`src/rtl/nltsc_pkg.sv`:
```
// ---------------------------------------------------------------------------
// nltsc_pkg
// Shared types and constants for the length-prefix to start-code converter.
// ---------------------------------------------------------------------------
package nltsc_pkg;

    localparam int PREFIX_BYTES = 4;
    localparam logic [1:0] HDR_LAST = 2'(PREFIX_BYTES - 1);

    localparam int QUEUE_DEPTH = 8;
    localparam int QUEUE_AW    = $clog2(QUEUE_DEPTH);

    localparam logic [1:0] ST_DATA         = 2'd0;
    localparam logic [1:0] ST_SHORT_HEADER = 2'd1;
    localparam logic [1:0] ST_TOO_LONG     = 2'd2;

    localparam logic [1:0] SC_LAST_STEP = 2'd3;
    localparam logic [7:0] SC_ONE       = 8'h01;

    typedef enum logic [2:0] {
        PH_HEADER  = 3'b001,
        PH_PAYLOAD = 3'b010,
        PH_DROP    = 3'b100
    } phase_t;

    typedef enum logic [1:0] {
        CMD_DATA  = 2'd0,
        CMD_START = 2'd1,
        CMD_SHORT = 2'd2,
        CMD_LONG  = 2'd3
    } cmd_kind_t;

    typedef struct packed {
        logic [7:0]  in_byte;
        logic        first_of_packet;
        logic [23:0] packet_bytes;
    } in_word_t;

    typedef struct packed {
        logic [7:0] out_byte;
        logic [1:0] status;
        logic       last_of_run;
        logic       unit_end;
    } out_word_t;

    // flag: unit end on a data byte, empty unit on a start code
    typedef struct packed {
        cmd_kind_t  kind;
        logic [7:0] data;
        logic       flag;
    } cmd_t;

    typedef struct packed {
        logic valid;
        cmd_t cmd;
    } q_head_t;

endpackage

```
`src/rtl/nal_length_to_start_code.sv`:
```
// ---------------------------------------------------------------------------
// nal_length_to_start_code
// Converts length-prefixed NAL unit packets into a start-code byte stream.
// ---------------------------------------------------------------------------
//  channel  | signals                        | word
//  ---------+--------------------------------+-------------------------------
//  pkt      | pkt_valid, pkt_ready, pkt_data | in_byte, first_of_packet,
//           |                                | packet_bytes
//  es       | es_valid, es_ready, es_data    | out_byte, status, last_of_run,
//           |                                | unit_end
//
//  one packet byte accepted per cycle unless a full queue drops pkt_ready;
//  the output sequencer gives one word per cycle, its output register held
//  while es_ready is low; a start code gives 00 00 00 01, absorbed by the
//  8-entry queue while the next header's bytes arrive. a byte passes the
//  queue head and output registers. reset clears parser, queue pointers, es_valid.
// ---------------------------------------------------------------------------
module nal_length_to_start_code #(
    parameter int PACKET_COUNT_BITS = 24
) (
    input  logic                 clk,
    input  logic                 rst_n,
    input  logic                 pkt_valid,
    output logic                 pkt_ready,
    input  nltsc_pkg::in_word_t  pkt_data,
    output logic                 es_valid,
    input  logic                 es_ready,
    output nltsc_pkg::out_word_t es_data
);

    logic               accept;
    logic               push;
    logic               pop;
    logic               full;
    nltsc_pkg::cmd_t    cmd;
    nltsc_pkg::q_head_t head;

    assign pkt_ready = !full;
    assign accept    = pkt_valid && pkt_ready;

    nltsc_front #(
        .PACKET_COUNT_BITS(PACKET_COUNT_BITS)
    ) u_front (
        .clk    (clk),
        .rst_n  (rst_n),
        .accept (accept),
        .word   (pkt_data),
        .push   (push),
        .cmd    (cmd)
    );

    nltsc_queue u_queue (
        .clk      (clk),
        .rst_n    (rst_n),
        .push     (push),
        .push_cmd (cmd),
        .pop      (pop),
        .full     (full),
        .head     (head)
    );

    nltsc_back u_back (
        .clk      (clk),
        .rst_n    (rst_n),
        .head     (head),
        .pop      (pop),
        .es_valid (es_valid),
        .es_ready (es_ready),
        .es_data  (es_data)
    );

endmodule

```
`src/rtl/nltsc_front.sv`:
```
// ---------------------------------------------------------------------------
// nltsc_front
// Packet parser: collects length headers, checks them and issues commands.
// ---------------------------------------------------------------------------
module nltsc_front #(
    parameter int PACKET_COUNT_BITS = 24
) (
    input  logic              clk,
    input  logic              rst_n,
    input  logic              accept,
    input  nltsc_pkg::in_word_t word,
    output logic              push,
    output nltsc_pkg::cmd_t   cmd
);

    localparam int PCB = PACKET_COUNT_BITS;

    nltsc_pkg::phase_t phase_reg, phase_next, phase_cur;
    logic [1:0]     hc_reg, hc_next, hc_cur;
    logic [31:0]    acc_reg, acc_next, acc_cur, acc_shift;
    logic [PCB-1:0] pl_reg, pl_next, pl_cur, pl_dec, pb_masked;
    logic [PCB-1:0] payl_reg, payl_next, payl_dec;
    logic           first;

    assign first     = word.first_of_packet;
    assign pb_masked = PCB'(word.packet_bytes);
    assign phase_cur = first ? nltsc_pkg::PH_HEADER : phase_reg;
    assign hc_cur    = first ? 2'd0 : hc_reg;
    assign acc_cur   = first ? 32'd0 : acc_reg;
    assign pl_cur    = first ? pb_masked : pl_reg;
    assign pl_dec    = pl_cur - PCB'(1);
    assign payl_dec  = payl_reg - PCB'(1);
    assign acc_shift = {acc_cur[23:0], word.in_byte};

    always_comb
    begin
        phase_next = phase_reg;
        hc_next    = hc_reg;
        acc_next   = acc_reg;
        pl_next    = pl_reg;
        payl_next  = payl_reg;
        push       = 1'b0;
        cmd.kind   = nltsc_pkg::CMD_DATA;
        cmd.data   = word.in_byte;
        cmd.flag   = 1'b0;
        if (accept)
        begin
            if (first)
            begin
                phase_next = nltsc_pkg::PH_HEADER;
                hc_next    = 2'd0;
                acc_next   = 32'd0;
                payl_next  = '0;
                pl_next    = pb_masked;
            end
            // no packet open: byte is ignored
            if (pl_cur != '0)
            begin
                pl_next = pl_dec;
                case (phase_cur)
                    nltsc_pkg::PH_PAYLOAD:
                    begin
                        payl_next = payl_dec;
                        push      = 1'b1;
                        cmd.flag  = (payl_dec == '0);
                        if (payl_dec == '0)
                        begin
                            phase_next = nltsc_pkg::PH_HEADER;
                            hc_next    = 2'd0;
                            acc_next   = 32'd0;
                        end
                    end
                    nltsc_pkg::PH_HEADER:
                    begin
                        if (hc_cur != nltsc_pkg::HDR_LAST)
                        begin
                            hc_next  = hc_cur + 2'd1;
                            acc_next = acc_shift;
                            if (pl_dec == '0)
                            begin
                                phase_next = nltsc_pkg::PH_DROP;
                                push       = 1'b1;
                                cmd.kind   = nltsc_pkg::CMD_SHORT;
                            end
                        end
                        else if (acc_shift > 32'(pl_dec))
                        begin
                            phase_next = nltsc_pkg::PH_DROP;
                            hc_next    = 2'd0;
                            acc_next   = acc_shift;
                            push       = 1'b1;
                            cmd.kind   = nltsc_pkg::CMD_LONG;
                        end
                        else
                        begin
                            push     = 1'b1;
                            cmd.kind = nltsc_pkg::CMD_START;
                            cmd.flag = (acc_shift == 32'd0);
                            hc_next  = 2'd0;
                            acc_next = 32'd0;
                            if (acc_shift == 32'd0)
                                phase_next = nltsc_pkg::PH_HEADER;
                            else
                            begin
                                phase_next = nltsc_pkg::PH_PAYLOAD;
                                payl_next  = PCB'(acc_shift);
                            end
                        end
                    end
                    default:
                    begin
                    end
                endcase
            end
        end
    end

    always_ff @(posedge clk or negedge rst_n)
    begin
        if (!rst_n)
        begin
            phase_reg <= nltsc_pkg::PH_HEADER;
            hc_reg    <= 2'd0;
            acc_reg   <= 32'd0;
            pl_reg    <= '0;
            payl_reg  <= '0;
        end
        else
        begin
            phase_reg <= phase_next;
            hc_reg    <= hc_next;
            acc_reg   <= acc_next;
            pl_reg    <= pl_next;
            payl_reg  <= payl_next;
        end
    end

endmodule

```
`src/rtl/nltsc_queue.sv`:
```
// ---------------------------------------------------------------------------
// nltsc_queue
// Short command queue between parser and output sequencer.
// ---------------------------------------------------------------------------
module nltsc_queue (
    input  logic               clk,
    input  logic               rst_n,
    input  logic               push,
    input  nltsc_pkg::cmd_t    push_cmd,
    input  logic               pop,
    output logic               full,
    output nltsc_pkg::q_head_t head
);

    localparam int AW = nltsc_pkg::QUEUE_AW;

    nltsc_pkg::cmd_t mem_reg [nltsc_pkg::QUEUE_DEPTH];
    nltsc_pkg::cmd_t head_cmd_reg;
    logic [AW-1:0]   wr_ptr_reg, wr_ptr_next, rd_ptr_reg, rd_ptr_next;
    logic [AW:0]     count_reg, count_next;
    logic            do_pop;

    assign full       = (count_reg == (AW+1)'(nltsc_pkg::QUEUE_DEPTH));
    assign head.valid = (count_reg != '0);
    assign head.cmd   = head_cmd_reg;
    assign do_pop     = pop && head.valid;

    always_comb
    begin
        wr_ptr_next = wr_ptr_reg + (push ? AW'(1) : AW'(0));
        rd_ptr_next = rd_ptr_reg + (do_pop ? AW'(1) : AW'(0));
        count_next  = count_reg + (push ? (AW+1)'(1) : '0) - (do_pop ? (AW+1)'(1) : '0);
    end

    // head word read ahead at the next read address, bypassing a same-edge write
    always_ff @(posedge clk)
    begin
        if (push)
            mem_reg[wr_ptr_reg] <= push_cmd;
        if (push && (wr_ptr_reg == rd_ptr_next))
            head_cmd_reg <= push_cmd;
        else
            head_cmd_reg <= mem_reg[rd_ptr_next];
    end

    always_ff @(posedge clk or negedge rst_n)
    begin
        if (!rst_n)
        begin
            wr_ptr_reg <= '0;
            rd_ptr_reg <= '0;
            count_reg  <= '0;
        end
        else
        begin
            wr_ptr_reg <= wr_ptr_next;
            rd_ptr_reg <= rd_ptr_next;
            count_reg  <= count_next;
        end
    end

endmodule

```
`src/rtl/nltsc_back.sv`:
```
// ---------------------------------------------------------------------------
// nltsc_back
// Output sequencer: expands commands into result words, one per cycle while es_ready does not stall it.
// ---------------------------------------------------------------------------
module nltsc_back (
    input  logic                 clk,
    input  logic                 rst_n,
    input  nltsc_pkg::q_head_t   head,
    output logic                 pop,
    output logic                 es_valid,
    input  logic                 es_ready,
    output nltsc_pkg::out_word_t es_data
);

    logic                 out_valid_reg, out_valid_next;
    nltsc_pkg::out_word_t out_reg, out_next;
    logic [1:0]           step_reg, step_next;
    logic                 load;

    assign load     = !out_valid_reg || es_ready;
    assign es_valid = out_valid_reg;
    assign es_data  = out_reg;

    always_comb
    begin
        out_valid_next       = out_valid_reg && !es_ready;
        out_next             = out_reg;
        step_next            = step_reg;
        pop                  = 1'b0;
        if (load && head.valid)
        begin
            out_valid_next       = 1'b1;
            out_next.out_byte    = 8'd0;
            out_next.status      = nltsc_pkg::ST_DATA;
            out_next.last_of_run = 1'b1;
            out_next.unit_end    = 1'b0;
            pop                  = 1'b1;
            case (head.cmd.kind)
                nltsc_pkg::CMD_DATA:
                begin
                    out_next.out_byte = head.cmd.data;
                    out_next.unit_end = head.cmd.flag;
                end
                nltsc_pkg::CMD_START:
                begin
                    // three zero bytes then 01, command held until the last
                    if (step_reg == nltsc_pkg::SC_LAST_STEP)
                    begin
                        out_next.out_byte = nltsc_pkg::SC_ONE;
                        out_next.unit_end = head.cmd.flag;
                        step_next         = 2'd0;
                    end
                    else
                    begin
                        out_next.last_of_run = 1'b0;
                        step_next            = step_reg + 2'd1;
                        pop                  = 1'b0;
                    end
                end
                nltsc_pkg::CMD_SHORT:
                    out_next.status = nltsc_pkg::ST_SHORT_HEADER;
                nltsc_pkg::CMD_LONG:
                    out_next.status = nltsc_pkg::ST_TOO_LONG;
                default:
                begin
                end
            endcase
        end
    end

    always_ff @(posedge clk)
    begin
        out_reg <= out_next;
    end

    always_ff @(posedge clk or negedge rst_n)
    begin
        if (!rst_n)
        begin
            out_valid_reg <= 1'b0;
            step_reg      <= 2'd0;
        end
        else
        begin
            out_valid_reg <= out_valid_next;
            step_reg      <= step_next;
        end
    end

endmodule
```
`config.mk`:
```
export PLATFORM = sky130hd
export DESIGN_NAME = nal_length_to_start_code
export DESIGN_NICKNAME = d
export VERILOG_FILES = /design/src/rtl/nltsc_pkg.sv /design/src/rtl/nal_length_to_start_code.sv /design/src/rtl/nltsc_front.sv /design/src/rtl/nltsc_queue.sv /design/src/rtl/nltsc_back.sv
export SDC_FILE = /design/constraint.sdc
export NUM_CORES = 1
export LEC_CHECK = 0
export BUFFER_PORTS_ARGS = -buffer_cell sky130_fd_sc_hd__buf_4
export CORE_UTILIZATION = 50
export CTS_CLUSTER_SIZE = 40
export DETAILED_ROUTE_END_ITERATION = 12
export GPL_TIMING_DRIVEN = 0
export PLACE_DENSITY = 0.67
export SYNTH_ARGS = -nofsm -noshare
export SYNTH_HDL_FRONTEND = slang
export SYNTH_SLANG_ARGS = --single-unit
```
`constraint.sdc`:
```
create_clock -name clk -period 4.9 [get_ports clk]
set_input_delay 0.49 -clock clk [delete_from_list [all_inputs] [get_ports clk]]
set_output_delay 0.49 -clock clk [all_outputs]
set_load 0.05 [all_outputs]
```
After elaboration in Yosys (flattened, before gate mapping)
Memory sizes are Yosys's and may differ from the RTL's. A register that Yosys moved wholly into a read port is not among the register bits.
Cells that the tools add are included.
{ "word_totals": {"regBits": 110, "ramBits": 88, "input_bits": 37, "out_inout_bits": 14, "wordCells": 106, "mem_count": 1} }
{ "memory_table": {"columns": ["memory", "words", "word_bits", "read_ports", "rd_ports_with_merged_regs", "write_ports", "line_no", "rtl"], "rows": [
  ["u_queue.mem_reg", 8, 11, 1, 1, 1, "nltsc_queue.sv:17", "nltsc_pkg::cmd_t mem_reg [nltsc_pkg::QUEUE_DEPTH];"]
]} }
{ "classes": {"n_addsub": 8, "order_cmp": 1, "n_eq_ne": 8, "n_mux": 59, "n_reduce_logical": 15} }
{ "op_table": {"columns": ["op", "count"], "rows": [
  ["$mux 24", 7],
  ["$mux 32", 5],
  ["$pmux 32 s2", 1],
  ["$logic_not 24->1", 2],
  ["$pmux 24 s2", 1],
  ["$sub 24x1->24 const B", 2],
  ["$gt 32x24->1", 1],
  ["$logic_not 32->1", 1],
  ["$mux 2", 12],
  ["$reduce_bool 24->1", 1],
  ["$mux 1", 20],
  ["$mux 3", 6],
  ["$pmux 8 s2", 1],
  ["$pmux 2 s2", 2],
  ["$add 3x3->3", 2],
  ["$eq 2x2->1 const B", 3],
  ["$pmux 1 s2", 3],
  ["$pmux 3 s2", 1],
  ["$add 2x1->2 const B", 2],
  ["$add 4x4->4", 1],
  ["$eq 4x4->1 const B", 1],
  ["$logic_and 1x1->1", 4],
  ["$reduce_bool 4->1", 1],
  ["$sub 4x4->4", 1],
  ["8 further kinds", 10]
]} }

Longest topological paths before layout
{ "logic_depth": {"ltp_word": 11, "mapped_depth": 24} }

Hierarchy
From an unflattened synthesis, not the netlist that was laid out.
{ "unflattened": {"cells_unflattened": 941, "area_unflattened_um2": 10721.5} }
{ "modules_own_cells": {"columns": ["mod", "n_inst", "cells_each", "area_each_um2"], "rows": [
  ["nltsc_front", 1, 719, 6112.1],
  ["nltsc_queue", 1, 181, 3990.1],
  ["nltsc_back", 1, 39, 609.3],
  ["nal_length_to_start_code", 1, 2, 10.0]
]} }

Least setup slack after synthesis
OpenSTA, ideal clock, no wires.
{ "synth_path": {"kind": "input-to-reg", "startpoint": "input pkt_data[24] (netlist name)", "endpoint": "memory u_queue.mem_reg[0][0] (netlist name), data pin", "t_arrival_ps": 5676, "required_ps": 4676, "slack_ps": -1000, "stages": 22, "path_cell_list": "buf_2 buf_4 buf_2 buf_2 buf_2 buf_1 mux2i_1 ha_1 nor4b_1 nand3_1 a2111oi_0 xnor2_1 mux2i_1 inv_1 ha_1 nand4_1 nor3_1 nand3_1 a21oi_1 o21ai_0 or3_1 a21oi_1"} }
{ "synth_rtl": {"columns": ["item", "line_no", "rtl"], "rows": [
  ["from (decl)", "nal_length_to_start_code.sv:25", "input nltsc_pkg::in_word_t pkt_data,"],
  ["to (decl)", "nltsc_queue.sv:17", null]
]} }

Final worst setup path
{ "layout_path": {"startpoint": "input pkt_data[24] (netlist name)", "endpoint": "register u_front.payl_reg[11]"} }
{ "layout_via": {"elab_chain_cells": 7, "elab_cells_between_ends": 17} }
{ "layout_lines": {"columns": ["item", "line_no", "rtl"], "rows": [
  ["$mux 24 or $mux 32 (tied branches)", "nltsc_front.sv:30, nltsc_front.sv:29", null],
  ["$sub 24x1->24 or $logic_not 32->1 (tied branches)", "nltsc_front.sv:31, nltsc_front.sv:101", null],
  ["$gt 32x24->1 or $mux 24 (tied branches)", "nltsc_front.sv:86, nltsc_front.sv:101", null],
  ["$mux 24", "nltsc_front.sv:86", "else if (acc_shift > 32'(pl_dec))"],
  ["$mux 24", "nltsc_front.sv:75", "if (hc_cur != nltsc_pkg::HDR_LAST)"],
  ["$pmux 24 s2", "nltsc_front.sv:60", "case (phase_cur)"],
  ["$mux 24 *", "nltsc_front.sv:57", "if (pl_cur != '0)"],
  ["to (signal assigned)", "nltsc_front.sv:134", "payl_reg <= payl_next;"],
  ["to (decl)", "nltsc_front.sv:22", "logic [PCB-1:0] payl_reg, payl_next, payl_dec;"]
]} }
Every way passes the cells marked *; elsewhere a longest branch is shown, timed or not.
A chain may end at the register's enable or synchronous reset.

==> flow_metrics.tcl <==
set metrics [dict create \
    maxSlewHeadroom_pct 17.6 \
    ys.warnings.count 0 \
    drcViolationCount 0 \
    rr_worst_depth 15 \
    path_cells "buf_6, buf_16, buf_8, mux2i_4, ha_4, nor4b_4, nand4b_1, buf_4, a2111oi_2, xnor2_1, mux2i_1, inv_1, ha_1, nand4_1, nor3_2, nand3_1, a21oi_1, o211ai_1, buf_4, a31o_1, o21a_1, a211o_1" \
    syn_inst 950 \
    cts_root_buf "clkbuf_16" \
    dp.cells 1279 \
    crit_required_ps 5230 \
    cp-end-kind "register" \
    yosys_most_used_dff "edfxtp_1" \
    slowest_delay_ps 410 \
    reg2reg_to "u_front.payl_reg[11]$_DFFE_PN0P_" \
    worst_slew_pin_slew_ps 1240 \
    io-pin-count 51 \
    clock_latency_ps 440 \
    largest_reg_flops 88 \
    power.density_mw_per_mm2 540 \
    area_growth_pct 15.6 \
    setup_tns_ps 0 \
    design_area_mm2 0.0123 \
    ir_drop_uv 233 \
    gp_congestion 0.902 \
    start_util_pct 50.9 \
    cp.depth 22 \
    ys_ff_latch 193 \
    ys_top_cells_by_count "edfxtp_1, dfrtp_1, nand2_1" \
    reg2reg_from "u_front.pl_reg[0]$_DFFE_PN0P_" \
    grt_overflow_total 0 \
    path_delay_family "compound AO/OA/AOI/OAI gates" \
    die_w_um 148 \
    synthArstFlopShare_pct 46.6 \
    crit_path_start "pkt_data[24]" \
    whs_ps 248 \
    numClockSinks 193 \
    avgRoutedWirePerCell_um 21.6 \
    fin_cells 1315 \
    first_global_vias 8059 \
    yosysTopAreaCell "edfxtp_1" \
    syn_area_mm2 0.0107 \
    final_nets 1105 \
    clk_pin_slew_worst_paths_ps 80 \
    grt_max_degree 91 \
    hold_class "primary input to asynchronous set/reset pin" \
    finalHoldViolCount 0 \
    coreArea_mm2 0.0210 \
    wl_um 28400 \
    setup_viol 0 \
    setup_ws_ps 161 \
    clk_path_buf_depth 2 \
    vias_per_cell 6.24 \
    placed_area_mm2 0.0115 \
    diodes 0 \
    drt_iter0_markers 674 \
    hpwl_um 20200 \
    first_pass_iters 6 \
    antenna_found_initial 0 \
    num_rows 53 \
    synth_edf_count 100 \
    finalCriticalPeriod_ps 4740 \
    cp-start-kind "primary input" \
    grt_pass1_wl_um 45100 \
    crit_path_end "u_front.payl_reg[11]$_DFFE_PN0P_" \
    ant_nets 0 \
    fmax_mhz 211 \
    synth_nets 1028 \
    min_period_over_period_pct 96.7 \
    port_buffers 50 \
    yosysMostFrequentCell "edfxtp_1" \
    ys_types 83 \
    cts_tree "built" \
    cap_violations 0 \
    yosysSeqAreaShare_pct 49.8 \
    yosys-top-cells-area "edfxtp_1, dfrtp_1, ha_1" \
    die_area_mm2 0.0219 \
    p_leak_nw 5.00 \
    routed-via-count 8203 \
    critPathMaxFanout 37 \
    crit_top_cell "buf_4" \
    crit_type "primary input to register" \
    final_core_util_pct 58.9 \
    grt_util_all_layers_pct 27.2 \
    avgSynthCellArea_um2 11.2 \
    final_max_slew_viol_count 0 \
    critPathArrivalTime_ps 5070 \
    status "finished clean" \
    drive_above_1_share_pct 16.7 \
    die_y_um 148 \
    reg2reg_setup_slack_ps 180 \
    fin_worst_skew_ps 11.5 \
    crit_slowest_cell "a2111oi_2" \
    total_power_mw 6.66 \
    dp_slack_ps -1510 \
    yosysTopAreaCellShare_pct 28.1 \
    numCtsBuffers 17 \
    cp.buffers_inverters 6 \
    cts_max_level 4 \
]
==> cell families after synthesis <==
kind of cell / after synthesis / share of synthesized area [%]
and+or+nand+nor: 313 / 16.0
DFF: 193 / 49.8
adders and majority gates: 41 / 4.88
AOI/OAI and AO/OA: 214 / 13.7
buffers and inverters: 81 / 3.24
xor gates and xnor gates: 36 / 2.95
muxes: 72 / 9.38
==> cell type report <==
class	instances	area, um2
timing repair buffer	62	478
multi-input combinational	676	5180
tap	275	344
fill	1755	8620
clock buffer	17	425
sequential	193	5320
inverter	34	128
buffer	43	240
clock inverter	15	224
==> worst min path at each step <==
stage / endpoint / slack (ps)
after floorplan: u_back.es_valid$_DFF_PN0_ / 190
after global placement: u_queue.rd_ptr_reg[2]$_DFF_PN0_ / 450
after detailed placement: u_queue.rd_ptr_reg[2]$_DFF_PN0_ / 450
after CTS: u_front.pl_reg[22]$_DFFE_PN0P_ / 330
after global routing: u_queue.mem_reg[4][1]$_DFFE_PP_ / 340
final: u_front.pl_reg[18]$_DFFE_PN0P_ / 250
==> layer usage <==
metal | vias to the layer above | routed length [um] | part of all wire [%] | track usage, %
met2 | 273 | 13900 | 49 | 45.4
met1 | 4106 | 12400 | 44 | 36.8
li1 | 3771 | - | - | -
met4 | 0 | 666 | 2.3 | 9.23
met3 | 53 | 1460 | 5.1 | 3.59
met5 | - | 0 | 0 | 0
==> worst register-to-register path, cell delays in order (launching register included) <==
cell and delay (ps):
dfrtp_1 430, nor3_1 530, a22oi_1 420, or3_1 500
or3_1 410, xnor2_1 260, ha_1 300, a21o_1 170
a21oi_1 150, o221ai_1 200, a21oi_1 240, o211ai_1 120
buf_4 180, a31o_1 260, o21a_1 200, a211o_1 250
==> power breakdown <==
group          internal [mW]  switching, mW  total [mW]
clock                  0.760          0.737        1.50
sequential              2.04          0.287        2.33
combinational           1.10           1.73        2.83
==> repair_timing <==
item / in CTS / in global routing
gates cloned: 2 / 0
buffers inserted: 5 / 1
pin swaps: 4 / 1
hold buffers: 0 / 0
resized for setup: 17 / 7
endpoints found under the hold margin: 0 / 0
setup endpoints to repair: 162 / 146
==> cell usage in the layout (no fill, tap or decap), types with 21 or more instances in the layout <==
cell type	synthesis	layout
nor2b_1	21	21
nor2_1	55	54
xnor2_1	24	24
nor3_1	32	30
ha_1	40	39
a21oi_1	34	33
mux2i_1	46	44
clkbuf_1	26	26
inv_1	34	34
buf_4	3	61
edfxtp_1	100	100
dfrtp_1	89	89
nand2_1	75	75
o21ai_0	62	57
a22o_1	25	25
mux4_2	22	22
Power figures use the tool's default switching activity.
